<file path="src/utf8d_pkg.sv">
// Shared types and constants for the UTF-8 stream decoder.
package utf8d_pkg;

    localparam int unsigned ByteW = 8;
    localparam int unsigned CpW   = 21;
    localparam int unsigned LenW  = 3;

    // Surrogate range of code points
    localparam logic [CpW-1:0] SurrLo = 21'h00D800;
    localparam logic [CpW-1:0] SurrHi = 21'h00DFFF;

    // Lead byte payload masks
    localparam logic [ByteW-1:0] Lead2Mask = 8'h1F;
    localparam logic [ByteW-1:0] Lead3Mask = 8'h0F;
    localparam logic [ByteW-1:0] Lead4Mask = 8'h07;
    localparam logic [ByteW-1:0] ContMask  = 8'h3F;

    // Sequence lengths
    localparam logic [LenW-1:0] Len0 = 3'd0;
    localparam logic [LenW-1:0] Len1 = 3'd1;
    localparam logic [LenW-1:0] Len2 = 3'd2;
    localparam logic [LenW-1:0] Len3 = 3'd3;
    localparam logic [LenW-1:0] Len4 = 3'd4;

    // Open-sequence state carried between bytes
    typedef struct packed {
        logic [CpW-1:0]  partial;
        logic [LenW-1:0] expected;
        logic [LenW-1:0] held;
    } seq_state_t;

    // Result burst for one input byte: count results, all errors except a
    // good final one when final_ok is set
    typedef struct packed {
        logic [LenW-1:0] count;
        logic            final_ok;
        logic [CpW-1:0]  codepoint;
        logic [LenW-1:0] seq_length;
    } burst_t;

endpackage

</file>
<file path="src/utf8_stream_decoder.sv">
// Top level of the UTF-8 stream decoder: handshake, state and result burst.
//
// Usage:
//   Input stream (s_*): one UTF-8 byte per transfer in s_tdata, s_tlast set
//   on the last byte of the data. Output stream (m_*): one decoded result per
//   transfer; m_tdata carries code point and length, m_tuser the error flag,
//   m_tlast marks the last result caused by one input byte.
//   A byte is decoded in the cycle it is taken and its results sit in the
//   output register from the next cycle.
//   While the receiver takes every result, a clean stream runs at one byte
//   per cycle. A byte that yields N results (up to 4, for error flushes)
//   holds the output register for N transfers; the next byte is taken in
//   the cycle the last of them is taken.
//   Bytes that only extend an open sequence give no result and do not stall.
//   When the receiver stalls, the pending result holds; while results are
//   pending, s_tready is high only while the last of the burst is taken.
//   Reset closes any open sequence and empties the output register.
module utf8_stream_decoder
(
    input  logic        clk,
    input  logic        rst_n,
    input  logic        s_tvalid,
    output logic        s_tready,
    input  logic [7:0]  s_tdata,   // [7:0] in_byte
    input  logic        s_tlast,   // end_of_data
    output logic        m_tvalid,
    input  logic        m_tready,
    output logic [23:0] m_tdata,   // [20:0] codepoint, [23:21] seq_length
    output logic        m_tuser,   // [0] error
    output logic        m_tlast    // run_last
);

    utf8d_pkg::seq_state_t         state_reg;
    utf8d_pkg::seq_state_t         state_next;
    utf8d_pkg::burst_t             burst_next;
    logic [utf8d_pkg::LenW-1:0]    count_reg;
    logic                          final_ok_reg;
    logic [utf8d_pkg::CpW-1:0]     codepoint_reg;
    logic [utf8d_pkg::LenW-1:0]    seq_length_reg;
    logic                          in_xfer;
    logic                          out_xfer;
    logic                          on_final;
    logic                          good_out;

    utf8d_decode u_decode
    (
        .in_byte     (s_tdata),
        .end_of_data (s_tlast),
        .state       (state_reg),
        .state_next  (state_next),
        .burst       (burst_next)
    );

    // Handshake
    assign on_final = (count_reg == utf8d_pkg::Len1);
    assign m_tvalid = (count_reg != utf8d_pkg::Len0);
    assign s_tready = (count_reg == utf8d_pkg::Len0) || (on_final && m_tready);
    assign in_xfer  = s_tvalid && s_tready;
    assign out_xfer = m_tvalid && m_tready;

    // Present errors first, then the good result if there is one
    assign good_out = on_final && final_ok_reg;
    assign m_tdata  = good_out ? {seq_length_reg, codepoint_reg}
                               : {utf8d_pkg::Len1, {utf8d_pkg::CpW{1'b0}}};
    assign m_tuser  = !good_out;
    assign m_tlast  = on_final;

    // Advance sequence state and result count
    always_ff @(posedge clk or negedge rst_n)
    begin
        if (!rst_n)
        begin
            state_reg <= '0;
            count_reg <= utf8d_pkg::Len0;
        end
        else if (in_xfer)
        begin
            state_reg <= state_next;
            count_reg <= burst_next.count;
        end
        else if (out_xfer)
        begin
            count_reg <= count_reg - utf8d_pkg::Len1;
        end
    end

    // Load result payload
    always_ff @(posedge clk)
    begin
        if (in_xfer)
        begin
            final_ok_reg   <= burst_next.final_ok;
            codepoint_reg  <= burst_next.codepoint;
            seq_length_reg <= burst_next.seq_length;
        end
    end

endmodule

</file>
<file path="src/utf8d_decode.sv">
// Combinational decode of one byte against the open-sequence state.
module utf8d_decode
(
    input  logic [utf8d_pkg::ByteW-1:0] in_byte,
    input  logic                        end_of_data,
    input  utf8d_pkg::seq_state_t       state,
    output utf8d_pkg::seq_state_t       state_next,
    output utf8d_pkg::burst_t           burst
);

    logic                          is_cont;
    logic                          is_lead2;
    logic                          is_lead3;
    logic                          is_lead4;
    logic                          do_lead;
    logic [utf8d_pkg::LenW-1:0]    err_pre;
    logic [utf8d_pkg::CpW-1:0]     partial_shift;
    logic [utf8d_pkg::LenW-1:0]    held_inc;
    logic                          surrogate;

    assign is_cont  = (in_byte[7:6] == 2'b10);
    assign is_lead2 = (in_byte[7:5] == 3'b110);
    assign is_lead3 = (in_byte[7:4] == 4'b1110);
    assign is_lead4 = (in_byte[7:3] == 5'b11110);

    assign partial_shift = {state.partial[utf8d_pkg::CpW-7:0],
                            in_byte[5:0] & utf8d_pkg::ContMask[5:0]};
    assign held_inc      = state.held + utf8d_pkg::Len1;
    assign surrogate     = (partial_shift >= utf8d_pkg::SurrLo) &&
                           (partial_shift <= utf8d_pkg::SurrHi);

    // Resolve the byte: continue, close, flush, then treat as a lead
    always_comb
    begin
        state_next       = state;
        burst.count      = utf8d_pkg::Len0;
        burst.final_ok   = 1'b0;
        burst.codepoint  = '0;
        burst.seq_length = utf8d_pkg::Len1;
        do_lead          = 1'b1;
        err_pre          = utf8d_pkg::Len0;

        if (state.expected != utf8d_pkg::Len0)
        begin
            if (is_cont)
            begin
                do_lead = 1'b0;
                if (held_inc >= state.expected)
                begin
                    // Sequence complete
                    if (surrogate)
                    begin
                        burst.count = held_inc;
                    end
                    else
                    begin
                        burst.count      = utf8d_pkg::Len1;
                        burst.final_ok   = 1'b1;
                        burst.codepoint  = partial_shift;
                        burst.seq_length = state.expected;
                    end
                    state_next = '0;
                end
                else if (end_of_data)
                begin
                    // Cut off by end of data: flush every held byte
                    burst.count = held_inc;
                    state_next  = '0;
                end
                else
                begin
                    state_next.partial = partial_shift;
                    state_next.held    = held_inc;
                end
            end
            else
            begin
                // Missing continuation: flush held bytes, then decode anew
                err_pre    = state.held;
                state_next = '0;
            end
        end

        if (do_lead)
        begin
            priority if (!in_byte[7])
            begin
                burst.count      = err_pre + utf8d_pkg::Len1;
                burst.final_ok   = 1'b1;
                burst.codepoint  = {{(utf8d_pkg::CpW-utf8d_pkg::ByteW){1'b0}}, in_byte};
                burst.seq_length = utf8d_pkg::Len1;
            end
            else if ((is_lead2 || is_lead3 || is_lead4) && !end_of_data)
            begin
                // Open a new sequence
                burst.count = err_pre;
                state_next.held = utf8d_pkg::Len1;
                if (is_lead2)
                begin
                    state_next.expected = utf8d_pkg::Len2;
                    state_next.partial  = {{(utf8d_pkg::CpW-utf8d_pkg::ByteW){1'b0}},
                                           in_byte & utf8d_pkg::Lead2Mask};
                end
                else if (is_lead3)
                begin
                    state_next.expected = utf8d_pkg::Len3;
                    state_next.partial  = {{(utf8d_pkg::CpW-utf8d_pkg::ByteW){1'b0}},
                                           in_byte & utf8d_pkg::Lead3Mask};
                end
                else
                begin
                    state_next.expected = utf8d_pkg::Len4;
                    state_next.partial  = {{(utf8d_pkg::CpW-utf8d_pkg::ByteW){1'b0}},
                                           in_byte & utf8d_pkg::Lead4Mask};
                end
            end
            else
            begin
                // Bad lead, stray continuation, or lead at end of data
                burst.count = err_pre + utf8d_pkg::Len1;
            end
        end
    end

endmodule
</file>
<file path="config.mk">
export PLATFORM = sky130hd
export DESIGN_NAME = utf8_stream_decoder
export DESIGN_NICKNAME = d
export VERILOG_FILES = /design/src/utf8d_pkg.sv /design/src/utf8_stream_decoder.sv /design/src/utf8d_decode.sv
export SDC_FILE = /design/constraint.sdc
export NUM_CORES = 1
export LEC_CHECK = 0
export BUFFER_PORTS_ARGS = -buffer_cell sky130_fd_sc_hd__clkbuf_2
export CAP_MARGIN = 20
export CORE_MARGIN = 2
export CORE_UTILIZATION = 40
export DETAILED_ROUTE_END_ITERATION = 6
export GPL_ROUTABILITY_DRIVEN = 1
export GPL_TIMING_DRIVEN = 1
export REMOVE_ABC_BUFFERS = 1
export SLEW_MARGIN = 30
export SYNTH_ARGS = -nofsm -noshare
export SYNTH_HDL_FRONTEND = slang
export SYNTH_SLANG_ARGS = --single-unit
</file>
<file path="constraint.sdc">
create_clock -name clk -period 3 [get_ports clk]
set_input_delay 0.15 -clock clk [delete_from_list [all_inputs] [get_ports clk]]
set_output_delay 0.15 -clock clk [all_outputs]
set_load 0.01 [all_outputs]
</file>
==> impl_results.md <==
* Synth Register Bits at roughly 50
* Register area share after synthesis at 0.542
* N_diodes at 0
* Layout cells sized above 1 at 0.262
* Top FF cell, synth: edfxtp_1
* Hold/Removal Path Class: input pin to register
* Max-slew violations at 0
* Die width at about 83 um
* CP Max Fanout at 20
* TritonCTS Sinks at between 40 and 50
* Crit path capture type: register
* Post-CTS resize count at 0
* Final setup fails at 0
* Count of different cell masters after synthesis at 45
* Ys async rst share at 0.490
* Area occupied by multi-input gates at 0.00102 sq mm
* Via/cell ratio at between 5 and 6
* Final ANT Viol Nets at 0
* WS Path Type: register to register
* Total grt overflow at 0
* Status: completed
* Clock buffer count from CTS at 5
* Fin Clk Skew at between 0.005 and 0.006 ns
* Pwr dens at 734 mW/mm^2
* Final #Nets at 280
* Worst Path Arrival at around 2.8 ns
* H-tree depth at 2
* Clock Latency Late Sink at ~0.30 ns
* Die Y at roughly 83 um
* Fillers at around 580
* Area delta synth->final at 14.7%
* Max_cap viols at 0
* First-pass GRT wire length at ~8300 um
* Post-detail-place hpwl at between 3000 and 4000 um
* Post-route DRC at 0
* Die ar. at about 0.0069 sq mm
* CTS tree: built
* EDFF count, synth at 25
* Vias at 1745
* Max-Slew Margin vs Limit at 0.598
* Maximum clock frequency at a little under 400 MHz
* Iter 0 DRT Violations at 101
* Synth Cell Area at about 0.0025 sq mm
* Final TNS setup at 0 ns
* First-pass DRT Iterations at 4
* Clock tree buffer depth at 2
* Final hold vios at 0
* CP required at around 3.2 ns
* Root buffer cell: clkbuf_8
* CP startpoint kind: register
* Reg clk slew, reported paths at approximately 0.1 ns
* Post-Syn Instances at between 200 and 250
* Synth warn at 0
* I/O Buffers at 40
* VDD IR max at 0.283 mV
* Core area at roughly 0.0060 sq mm
* Total Wirelength at 4890 um
* Final worst path period need at roughly 2.6 ns
* Vias in the first global route at 1707
* Initial Util at 0.419
* Final period utilization at 0.859
* Worst-Margin Slew at roughly 0.60 ns
* RSZ-0062 raised after global routing: false
* Syn Area/Cell at around 12 sq um
* Routability cong. at between 0.9 and 1
* Per-cell routed wire length at approximately 15 um
* Largest net degree at the start of global routing at 26
* Top Ports at just over 40
* Std-Cell Rows at 28
* Leak at roughly 0.0014 uW
* Aggregate global-route resource usage at 0.149
* Sequential Area at 0.00135 sq mm
* Min Hold Slack at about 0.09 ns
* Initial antenna violation count at 0
[area by class of cell]
cell class,count,share of cell area
inverters,11,0.0144
clock buffers,5,0.0241
well taps,75,0.0328
clock inverters,3,0.00919
repair buffers,47,0.0892
multi-input cells,145,0.358
flip-flops and latches,49,0.472
[cells in the mapped netlist (7+ instances only)]
cell      instances  area share
a21oi_1           8       0.016
a22o_1           13       0.046
and2_1           13       0.033
and2_2            7       0.021
and3_1           26       0.065
dfrtp_1          24        0.24
edfxtp_1         25        0.30
ha_1              8       0.040
inv_1            11       0.017
nand2_1          11       0.017
o21ai_0           7       0.014
[per-layer routing]
metal / GRT usage / routed length (um)
met1: 0.202 / 2330
met2: 0.238 / 2360
met3: 0.0308 / 166
met4: 0.0537 / 34
met5: 0 / 0
[power by group]
part	switching (uW)	internal, uW	total (uW)
logic	434	305	739
clock network	234	170	404
registers	94.4	863	957
total	763	1340	2100
[metrics by stage]
stage	cells	total power [uW]	setup WS, ns	cell area [sq um]	util
finish	335	2100	0.422	2860	0.480
global placement	326	1710	0.525	2760	0.463
detailed placement	326	1720	0.428	2760	0.463
floorplan	205	1450	0.107	2420	-
CTS	335	2130	0.398	2860	0.480
global route	335	2260	0.151	2860	0.480
[kinds of logic (layout without fill, tap and decap cells)]
family | Yosys count | in the layout | synth area share
flip-flops | 49 | 49 | 0.542
AO/OA/AOI/OAI | 41 | 41 | 0.119
multiplexers | 4 | 4 | 0.0166
AND/OR/NAND/NOR | 90 | 90 | 0.227
buffers and inverters | 22 | 66 | 0.0477
adder cells (fa/ha/maj) | 8 | 8 | 0.0401
XOR/XNOR | 2 | 2 | 0.00703
[critical path, cell delays in order (launching register included)]
cell	delay (ns)
dfrtp_1	0.46
ha_1	0.27
xor2_1	0.17
ha_1	0.30
nand2_1	0.05
o21ai_1	0.34
nor3b_1	0.24
buf_4	0.25
nand2b_1	0.22
and2_1	0.15
[layout by cell type (no fill, tap or decap), types with 5 or more instances in the layout]
master / count
clkbuf_2: 40
dfrtp_1: 24
buf_4: 6
edfxtp_1: 25
and2_2: 7
a22o_1: 13
clkbuf_8: 5
a21oi_1: 8
inv_1: 11
ha_1: 8
nand2_1: 11
and3_1: 26
o21ai_0: 7
and2_1: 13
[final timing paths]
check / to / start / slack (ns) / depth (start not counted)
worst min register to register: state_reg[10]$_DFFE_PN0P_ / state_reg[10]$_DFFE_PN0P_ / 0.51 / 2
worst min-delay path: state_reg[7]$_DFFE_PN0P_ / s_tdata[1] / 0.09 / 2
worst max register to register: codepoint_reg[5]$_DFFE_PP_ / state_reg[0]$_DFFE_PN0P_ / 0.42 / 9
max in group asynchronous: state_reg[3]$_DFFE_PN0P_ / rst_n / 2.23 / 2
worst max-delay path: codepoint_reg[5]$_DFFE_PP_ / state_reg[0]$_DFFE_PN0P_ / 0.42 / 9
min in group asynchronous: count_reg[2]$_DFFE_PN0P_ / rst_n / 0.38 / 2
[repair_timing]
| item | in CTS | in global routing |
|---|---|---|
| setup buffers | 0 | 0 |
| hold buffers | 1 | 0 |
| setup endpoints to repair | 0 | 0 |
| endpoints found under the hold margin | 24 | 0 |
No activity file was read; power rests on OpenSTA's default activity.
